<file path="src/design/sdo_pkg.sv">
// ----------------------------------------------------------------------------
// sdo_pkg
// Shared types, command codes and error codes of the expedited SDO server.
// ----------------------------------------------------------------------------
package sdo_pkg;

   localparam int DictEntriesDefault = 16;

   localparam logic       OpRequest = 1'b0;
   localparam logic       OpDefine  = 1'b1;

   localparam logic       KindResponse  = 1'b0;
   localparam logic       KindEmergency = 1'b1;

   localparam logic [10:0] SdoTxIdBase = 11'h580;

   localparam logic [7:0] CmdRead       = 8'h40;
   localparam logic [7:0] CmdWrite1     = 8'h2F;
   localparam logic [7:0] CmdWrite2     = 8'h2B;
   localparam logic [7:0] CmdWrite4     = 8'h23;
   localparam logic [7:0] CmdReadResp1  = 8'h4F;
   localparam logic [7:0] CmdReadResp2  = 8'h4B;
   localparam logic [7:0] CmdReadResp4  = 8'h43;
   localparam logic [7:0] CmdWriteResp  = 8'h60;
   localparam logic [7:0] CmdNone       = 8'h00;

   localparam logic [3:0] Size0 = 4'd0;
   localparam logic [3:0] Size1 = 4'd1;
   localparam logic [3:0] Size2 = 4'd2;
   localparam logic [3:0] Size4 = 4'd4;

   localparam logic [2:0] ErrNone     = 3'd0;
   localparam logic [2:0] ErrNotFound = 3'd1;
   localparam logic [2:0] ErrBadSize  = 3'd2;
   localparam logic [2:0] ErrBadCmd   = 3'd3;
   localparam logic [2:0] ErrMismatch = 3'd4;

   localparam logic [6:0] NodeIdReset = 7'd1;

   typedef struct packed {
      logic        operation;
      logic [7:0]  request_cmd;
      logic [15:0] object_index;
      logic [7:0]  object_subindex;
      logic [31:0] payload_in;
      logic [3:0]  slot;
      logic [3:0]  entry_size;
   } req_item_type;

   typedef struct packed {
      logic        kind;
      logic [10:0] can_id;
      logic [7:0]  response_cmd;
      logic [15:0] echo_index;
      logic [7:0]  echo_subindex;
      logic [31:0] payload_out;
      logic [2:0]  error_code;
   } rsp_item_type;

   typedef struct packed {
      logic        found;
      logic [3:0]  bytes;
      logic [31:0] value;
   } lookup_type;

   typedef struct packed {
      logic        define_we;
      logic        store_we;
      logic [3:0]  slot;
      logic [3:0]  bytes;
      logic [31:0] value;
   } update_type;

   typedef struct packed {
      logic        kind;
      logic [7:0]  response_cmd;
      logic [31:0] payload_out;
      logic [2:0]  error_code;
      logic        store;
      logic [31:0] store_value;
   } verdict_type;

endpackage

</file>
<file path="src/design/sdo_req_if.sv">
// ----------------------------------------------------------------------------
// sdo_req_if
// Request channel: valid/ready handshake carrying one request transaction.
// ----------------------------------------------------------------------------
interface sdo_req_if import sdo_pkg::*; ();
   logic         valid;
   logic         ready;
   req_item_type item;

   modport source (output valid, output item, input ready);
   modport sink   (input valid, input item, output ready);
endinterface

</file>
<file path="src/design/sdo_rsp_if.sv">
// ----------------------------------------------------------------------------
// sdo_rsp_if
// Result channel: valid/ready handshake carrying one result transaction.
// ----------------------------------------------------------------------------
interface sdo_rsp_if import sdo_pkg::*; ();
   logic         valid;
   logic         ready;
   rsp_item_type item;

   modport source (output valid, output item, input ready);
   modport sink   (input valid, input item, output ready);
endinterface

</file>
<file path="src/design/sdo_dict.sv">
// ----------------------------------------------------------------------------
// sdo_dict
// Object dictionary slots with associative lookup; lowest matching slot wins.
// ----------------------------------------------------------------------------
module sdo_dict import sdo_pkg::*; #(
   parameter int DICT_ENTRIES = DictEntriesDefault
) (
   input  logic        clock,
   input  logic        reset,
   input  logic [23:0] key,
   input  update_type  update,
   output lookup_type  lookup
);

   localparam int IdxW = (DICT_ENTRIES > 1) ? $clog2(DICT_ENTRIES) : 1;

   logic [DICT_ENTRIES-1:0] valid_ff;
   logic [DICT_ENTRIES-1:0] valid_in;
   logic [23:0]             key_ff   [DICT_ENTRIES];
   logic [3:0]              bytes_ff [DICT_ENTRIES];
   logic [31:0]             value_ff [DICT_ENTRIES];

   logic [IdxW-1:0] hit;
   logic            found;
   logic [31:0]     slot_wide;
   logic [IdxW-1:0] slot_idx;
   logic            slot_ok;

   always_comb begin
      found = 1'b0;
      hit   = '0;
      for (int i = DICT_ENTRIES - 1; i >= 0; i--) begin
         if (valid_ff[i] && (key_ff[i] == key)) begin
            found = 1'b1;
            hit   = IdxW'(i);
         end
      end
   end

   assign lookup.found = found;
   assign lookup.bytes = bytes_ff[hit];
   assign lookup.value = value_ff[hit];

   assign slot_wide = {28'd0, update.slot};
   assign slot_idx  = slot_wide[IdxW-1:0];
   assign slot_ok   = (slot_wide < 32'(DICT_ENTRIES));

   always_comb begin
      valid_in = valid_ff;
      if (update.define_we && slot_ok) begin
         valid_in[slot_idx] = 1'b1;
      end
   end

   always_ff @(posedge clock) begin
      if (reset) begin
         valid_ff <= '0;
      end else begin
         valid_ff <= valid_in;
      end
   end

   always_ff @(posedge clock) begin
      if (update.define_we && slot_ok) begin
         key_ff[slot_idx]   <= key;
         bytes_ff[slot_idx] <= update.bytes;
         value_ff[slot_idx] <= update.value;
      end else if (update.store_we) begin
         value_ff[hit] <= update.value;
      end
   end

endmodule

</file>
<file path="src/design/sdo_eval.sv">
// ----------------------------------------------------------------------------
// sdo_eval
// Command decode and size checks; builds the response or emergency verdict.
// ----------------------------------------------------------------------------
module sdo_eval import sdo_pkg::*; (
   input  logic [7:0]  request_cmd,
   input  logic [31:0] payload_in,
   input  lookup_type  lookup,
   output verdict_type verdict
);

   logic [2:0]  err;
   logic [7:0]  rcmd;
   logic [31:0] mask;
   logic [31:0] data;
   logic [3:0]  want;
   logic        store;

   always_comb begin
      err   = ErrNone;
      rcmd  = CmdNone;
      mask  = 32'hFFFF_FFFF;
      data  = '0;
      want  = Size0;
      store = 1'b0;
      if (!lookup.found) begin
         err = ErrNotFound;
      end else if (request_cmd == CmdRead) begin
         case (lookup.bytes)
            Size1: begin
               rcmd = CmdReadResp1;
               mask = 32'h0000_00FF;
            end
            Size2: begin
               rcmd = CmdReadResp2;
               mask = 32'h0000_FFFF;
            end
            Size4: begin
               rcmd = CmdReadResp4;
            end
            default: begin
               err = ErrBadSize;
            end
         endcase
         data = lookup.value & mask;
      end else begin
         case (request_cmd)
            CmdWrite1: begin
               want = Size1;
               mask = 32'h0000_00FF;
            end
            CmdWrite2: begin
               want = Size2;
               mask = 32'h0000_FFFF;
            end
            CmdWrite4: want = Size4;
            default:   want = Size0;
         endcase
         if (want == Size0) begin
            err = ErrBadCmd;
         end else if (want != lookup.bytes) begin
            err = ErrMismatch;
         end else begin
            store = 1'b1;
            rcmd  = CmdWriteResp;
         end
      end

      verdict.store       = store;
      verdict.store_value = payload_in & mask;
      verdict.error_code  = err;
      if (err != ErrNone) begin
         verdict.kind         = KindEmergency;
         verdict.response_cmd = CmdNone;
         verdict.payload_out  = '0;
      end else begin
         verdict.kind         = KindResponse;
         verdict.response_cmd = rcmd;
         verdict.payload_out  = data;
      end
   end

endmodule

</file>
<file path="src/design/sdo_expedited_server.sv">
// ----------------------------------------------------------------------------
// sdo_expedited_server
// Expedited SDO server over an internal object dictionary.
// ----------------------------------------------------------------------------
//   channel    direction  handshake      transaction
//   req_chan   in         valid/ready    request or dictionary define
//   rsp_chan   out        valid/ready    SDO response or emergency report
//   csr_*      in         write enable   node id
//
// One transaction per cycle unless a full result register stalls: a request
// is registered, looked up and decided from that register, and lands in the
// result register; dictionary match and update sit between the two registers.
// Defines produce no result and never wait on the result side.
// Reset clears all slot valid bits and sets the node id to 1.
// ----------------------------------------------------------------------------
module sdo_expedited_server import sdo_pkg::*; #(
   parameter int DICT_ENTRIES = DictEntriesDefault
) (
   input  logic       clock,
   input  logic       reset,
   input  logic       csr_write_enable,
   input  logic [6:0] csr_write_data,
   sdo_req_if.sink    req_chan,
   sdo_rsp_if.source  rsp_chan
);

   logic         s1_valid_ff;
   logic         s1_valid_in;
   req_item_type s1_item_ff;
   logic         s1_advance;
   logic         s1_is_req;

   logic         rsp_valid_ff;
   logic         rsp_valid_in;
   rsp_item_type rsp_item_ff;
   rsp_item_type rsp_item_in;

   logic [6:0]   node_id_ff;
   logic [6:0]   node_id_in;

   lookup_type   lookup;
   update_type   update;
   verdict_type  verdict;

   assign s1_is_req  = (s1_item_ff.operation == OpRequest);
   assign s1_advance = s1_valid_ff && (!s1_is_req || !rsp_valid_ff || rsp_chan.ready);
   assign req_chan.ready = !s1_valid_ff || s1_advance;

   assign s1_valid_in = (req_chan.valid && req_chan.ready) ? 1'b1 :
                        (s1_advance ? 1'b0 : s1_valid_ff);

   assign update.define_we = s1_advance && !s1_is_req;
   assign update.store_we  = s1_advance && s1_is_req && verdict.store;
   assign update.slot      = s1_item_ff.slot;
   assign update.bytes     = s1_item_ff.entry_size;
   assign update.value     = s1_is_req ? verdict.store_value : s1_item_ff.payload_in;

   sdo_dict #(
      .DICT_ENTRIES (DICT_ENTRIES)
   ) u_dict (
      .clock  (clock),
      .reset  (reset),
      .key    ({s1_item_ff.object_index, s1_item_ff.object_subindex}),
      .update (update),
      .lookup (lookup)
   );

   sdo_eval u_eval (
      .request_cmd (s1_item_ff.request_cmd),
      .payload_in  (s1_item_ff.payload_in),
      .lookup      (lookup),
      .verdict     (verdict)
   );

   always_comb begin
      rsp_item_in.kind          = verdict.kind;
      rsp_item_in.can_id        = SdoTxIdBase + {4'd0, node_id_ff};
      rsp_item_in.response_cmd  = verdict.response_cmd;
      rsp_item_in.echo_index    = s1_item_ff.object_index;
      rsp_item_in.echo_subindex = s1_item_ff.object_subindex;
      rsp_item_in.payload_out   = verdict.payload_out;
      rsp_item_in.error_code    = verdict.error_code;
   end

   assign rsp_valid_in = (s1_advance && s1_is_req) ? 1'b1 :
                         (rsp_chan.ready ? 1'b0 : rsp_valid_ff);

   assign node_id_in = csr_write_enable ? csr_write_data : node_id_ff;

   always_ff @(posedge clock) begin
      if (reset) begin
         s1_valid_ff  <= 1'b0;
         rsp_valid_ff <= 1'b0;
         node_id_ff   <= NodeIdReset;
      end else begin
         s1_valid_ff  <= s1_valid_in;
         rsp_valid_ff <= rsp_valid_in;
         node_id_ff   <= node_id_in;
      end
   end

   always_ff @(posedge clock) begin
      if (req_chan.valid && req_chan.ready) begin
         s1_item_ff <= req_chan.item;
      end
      if (s1_advance && s1_is_req) begin
         rsp_item_ff <= rsp_item_in;
      end
   end

   assign rsp_chan.valid = rsp_valid_ff;
   assign rsp_chan.item  = rsp_item_ff;

endmodule

</file>
<file path="src/flat_wrapper.sv">
// flat-port wrapper written by rule: the top's interface ports become plain ports
module sdo_expedited_server_flat import sdo_pkg::*;
#(
   parameter int DICT_ENTRIES = DictEntriesDefault
)
  (clock, reset, csr_write_enable, csr_write_data, req_chan_valid, req_chan_item, req_chan_ready, rsp_chan_valid, rsp_chan_item, rsp_chan_ready);
  sdo_req_if req_chan_i ();
  sdo_rsp_if rsp_chan_i ();
  input  logic clock;
  input  logic reset;
  input  logic csr_write_enable;
  input  logic [6:0] csr_write_data;
  input wire logic [$bits(req_chan_i.valid)-1:0] req_chan_valid;
  input wire logic [$bits(req_chan_i.item)-1:0] req_chan_item;
  output wire logic [$bits(req_chan_i.ready)-1:0] req_chan_ready;
  output wire logic [$bits(rsp_chan_i.valid)-1:0] rsp_chan_valid;
  output wire logic [$bits(rsp_chan_i.item)-1:0] rsp_chan_item;
  input wire logic [$bits(rsp_chan_i.ready)-1:0] rsp_chan_ready;
  assign req_chan_i.valid = req_chan_valid;
  assign req_chan_i.item = req_chan_item;
  assign req_chan_ready = req_chan_i.ready;
  assign rsp_chan_valid = rsp_chan_i.valid;
  assign rsp_chan_item = rsp_chan_i.item;
  assign rsp_chan_i.ready = rsp_chan_ready;
  sdo_expedited_server #(.DICT_ENTRIES(DICT_ENTRIES)) u_core (.clock(clock), .reset(reset), .csr_write_enable(csr_write_enable), .csr_write_data(csr_write_data), .req_chan(req_chan_i), .rsp_chan(rsp_chan_i));
endmodule
</file>
<file path="config.mk">
export PLATFORM = sky130hd
export DESIGN_NAME = sdo_expedited_server_flat
export DESIGN_NICKNAME = d
export VERILOG_FILES = /design/src/design/sdo_pkg.sv /design/src/design/sdo_req_if.sv /design/src/design/sdo_rsp_if.sv /design/src/design/sdo_dict.sv /design/src/design/sdo_eval.sv /design/src/design/sdo_expedited_server.sv /design/src/flat_wrapper.sv
export SDC_FILE = /design/constraint.sdc
export NUM_CORES = 2
export LEC_CHECK = 0
export ABC_AREA = 1
export BUFFER_PORTS_ARGS = -buffer_cell sky130_fd_sc_hd__buf_2
export CAP_MARGIN = 15
export CORE_MARGIN = 5
export CORE_UTILIZATION = 51
export CTS_BUF_LIST = sky130_fd_sc_hd__clkbuf_4
export DETAILED_ROUTE_END_ITERATION = 16
export MAX_ROUTING_LAYER = met4
export PLACE_DENSITY = 0.7
export SETUP_SLACK_MARGIN = 0.02
export SLEW_MARGIN = 10
export SYNTH_ARGS = -nofsm -noshare
export SYNTH_HDL_FRONTEND = slang
export SYNTH_SLANG_ARGS = --single-unit
</file>
<file path="constraint.sdc">
create_clock -name clock -period 4.8 [get_ports clock]
set_input_delay 0.24 -clock clock [delete_from_list [all_inputs] [get_ports clock]]
set_output_delay 0.24 -clock clock [all_outputs]
set_load 0.005 [all_outputs]
</file>
==> results.cfg <==
[run_status]
outcome = finished, violations left
violations = setup timing

[die]
fp.dieH_um = 313
num_rows = 111
core_area_um2 = 91400
io_pins = 166
die_w_um = 313
initial_utilization = 0.512
fp.dieArea_um2 = 97800

[setup_path]
crit_path_max_fanout = 11
required_ns = 5.67
reg2reg_setup_slack_ns = -0.30
crit_family = simple AND/OR/NAND/NOR gates
crit_path_frequent_cell = nand2_1
critPathKind = register to register
path_buf_inv = 11
slowest_stage = edfxtp_1
slowest_delay_ns = 0.37
critPathArrivalTime_ns = 5.98
reg2reg_from = u_core.rsp_item_in[43]
start_kind = register
r2r_cells = 33
r2r_end = u_core.u_dict.value_ff[3][4]
endpoint_kind = register

[clocking]
clock_path_buffers = 4
htreeDepth = 5
cts-root-buf = clkbuf_4
worstSkewPairLatency_ns = 1.19
cts.reportedPaths.clkPinSlew_ns = 0.06
clkSinkCount = 1130
cts_buffers = 305
cts_tree = done

[job]
cap_viol_max_count = 0

[global_routing]
grtUsageTotal = 0.300
grt_pass1_vias = 35427
antenna_found_initial = 6
grt_pass1_wl_mm = 214
grt_max_degree = 129
overflow = 0

[sta]
timing.final.crit_period_ns = 5.10
tightest_slew_ns = 1.05
holdWs_ns = 0.106
fin_ws_ns = -0.304
drv_slew = 0
max_freq_ghz = 0.196
setup_viol = 516
final-hold-violation-count = 0
post-route-period-util = 1.06
slew_headroom = 0.298
clock_skew_ns = 0.124
grt_setup_unrepaired = yes

[hold_path]
min_to = u_core.rsp_chan.valid
hold_start = rsp_chan_ready
hold_depth = 5
hold_path.class = input port to register

[final_layout]
multi_input_area_um2 = 11500
drive_gt1_frac = 0.269
final_cells = 6183
final_area_um2 = 59400
area_delta_synth_final_pct = 27.0
nFillCells = 6673
fin_nets = 4880
seq_area_um2 = 33700
final_cell_mix = edfxtp_1, nand2_1, clkbuf_4, nand3_1, buf_4
mostFrequentLayoutCell = edfxtp_1

[yosys]
synth_cell_types = 61
avgSynthCellArea_um2 = 12.1
synthCells = 3854
ys.flop_type = edfxtp_1
yosysSeqAreaShare = 0.721
yosysTopAreaCellShare = 0.710
synthesis.area_um2 = 46700
synth_area_leaders = edfxtp_1, nand2_1, nand3_1
yosysTopAreaCell = edfxtp_1
async_flop_share = 0
yosysWarnings = 0
synth_edf_count = 1105
ys_ff_latch = 1130

[pwr]
peakVddDrop_mv = 0.279
comb_power_share = 0.051
netSwitchingPower_mw = 4.59
leakagePower_nw = 22.9
p_seq_frac = 0.549
intPower_mw = 15.4
power.density_nw_per_um2 = 337
swShare = 0.229
p_clk_frac = 0.400

[place]
placed_cell_area_um2 = 51900
globalplace.congestion = 0.925
io_buffers = 159
hpwl_mm = 87.9
dp.cells = 5394
pre_cts_ws_ns = -0.558

[route]
dr.pass1.iters = 8
first_iter_violations = 4008
wire_per_inst_um = 23.4
antenna_left = 0
drc = 0
route.vias.total = 34750
drt-total-wl_mm = 144
avgViaCountPerCell = 5.62
## how the worst max path moves through the flow
stage	start	to	slack, ns	cells past startpoint
3_3_place_gp	u_core.rsp_item_in[38]	u_core.u_dict.value_ff[13][21]	-0.56	30
6_report	u_core.rsp_item_in[43]	u_core.u_dict.value_ff[3][4]	-0.30	33
4_1_cts	u_core.rsp_item_in[46]	u_core.u_dict.value_ff[3][15]	-0.12	45
2_1_floorplan	u_core.rsp_item_in[57]	u_core.u_dict.value_ff[15][0]	-0.10	24
5_1_grt	u_core.rsp_item_in[57]	u_core.u_dict.value_ff[3][2]	-0.61	32
3_5_place_dp	u_core.rsp_item_in[38]	u_core.u_dict.value_ff[13][21]	-0.56	30
## layer usage
layer / part of all wire / wire, µm / track usage
met1: 0.35 / 50900 / 0.341
met2: 0.51 / 73100 / 0.507
met3: 0.084 / 12100 / 0.0599
met4: 0.057 / 8280 / 0.156
met5: 0 / 0 / -
## layout make-up
cell class	count	share of cell area
Timing Repair inverter	2	0.000211
Sequential cell	1130	0.567
Tap cell	1186	0.0250
Clock inverter	78	0.00544
Antenna cell	6	0.000253
Timing Repair Buffer	812	0.135
Inverter	286	0.0187
Clock buffer	425	0.0537
Multi-Input combinational cell	2258	0.194
## worst min-delay path, cell delays in order
cell and delay (ns):
dlygate4sd3_1 0.52, buf_2 0.09, nor2_1 0.13, o21ai_0 0.19
inv_1 0.06
## Yosys cell counts, types with 6 or more instances
library cell / count
a211oi_1: 11
a21oi_1: 58
a221oi_1: 20
a31oi_1: 20
and2_1: 6
buf_1: 26
buf_2: 41
buf_4: 22
buf_6: 16
clkbuf_1: 79
dfxtp_1: 25
edfxtp_1: 1105
inv_1: 259
inv_2: 23
nand2_1: 994
nand3_1: 359
nand3_2: 7
nand4_1: 37
nor2_1: 217
nor2_2: 30
nor3_1: 28
nor4_1: 26
o2111ai_1: 9
o211ai_1: 35
o21ai_0: 76
o21ai_1: 14
o22ai_1: 46
o32ai_1: 12
or2_2: 88
or4_1: 6
xnor2_1: 65
xor2_1: 39
## power by group through the flow
stage          clock (mW)  combinational (mW)  sequential (mW)
6_report             8.00                1.03             11.0
5_1_grt              8.72                1.08             11.0
4_1_cts              8.06                1.00             11.0
3_5_place_dp            0               0.839             11.2
3_3_place_gp            0               0.828             11.2
2_1_floorplan           0               0.328             11.2
## registers in the layout, summed over array words and instances, names as in the netlist
register / count
u_core.u_dict.key_ff: 384
u_core.s1_valid_ff: 1
u_core.rsp_chan.item: 72
u_core.rsp_chan.valid: 1
u_core.s1_item_ff: 49
u_core.u_dict.value_ff: 512
u_core.rsp_item_in: 24
u_core.u_dict.valid_ff: 16
u_core.node_id_ff: 7
u_core.u_dict.bytes_ff: 64
## repair_timing
action                     4_1_cts  5_1_grt
hold endpoints to repair       111        0
hold buffers                   179        0
resized for setup              179        3
pin swaps                       21        5
cloned                          34        0
setup endpoints to repair      595      931
buffers inserted                67        2
## logic make-up after synthesis
kind of cell    synth area share
compound gates            0.0422
simple gates               0.173
buf+inv                   0.0441
xor+xnor                  0.0195
other cells             0.000161
flops                      0.721
## per-stage QoR
| stage | util | setup TNS, ns | power (mW) |
|---|---|---|---|
| after floorplan | - | -39.90 | 11.5 |
| after global placement | 0.568 | -257.80 | 12.0 |
| after detailed placement | 0.568 | -261.52 | 12.0 |
| after CTS | 0.649 | -11.34 | 20.1 |
| after global routing | 0.650 | -294.54 | 20.8 |
| final | 0.650 | -92.85 | 20.0 |
Power figures use the tool's default switching activity.
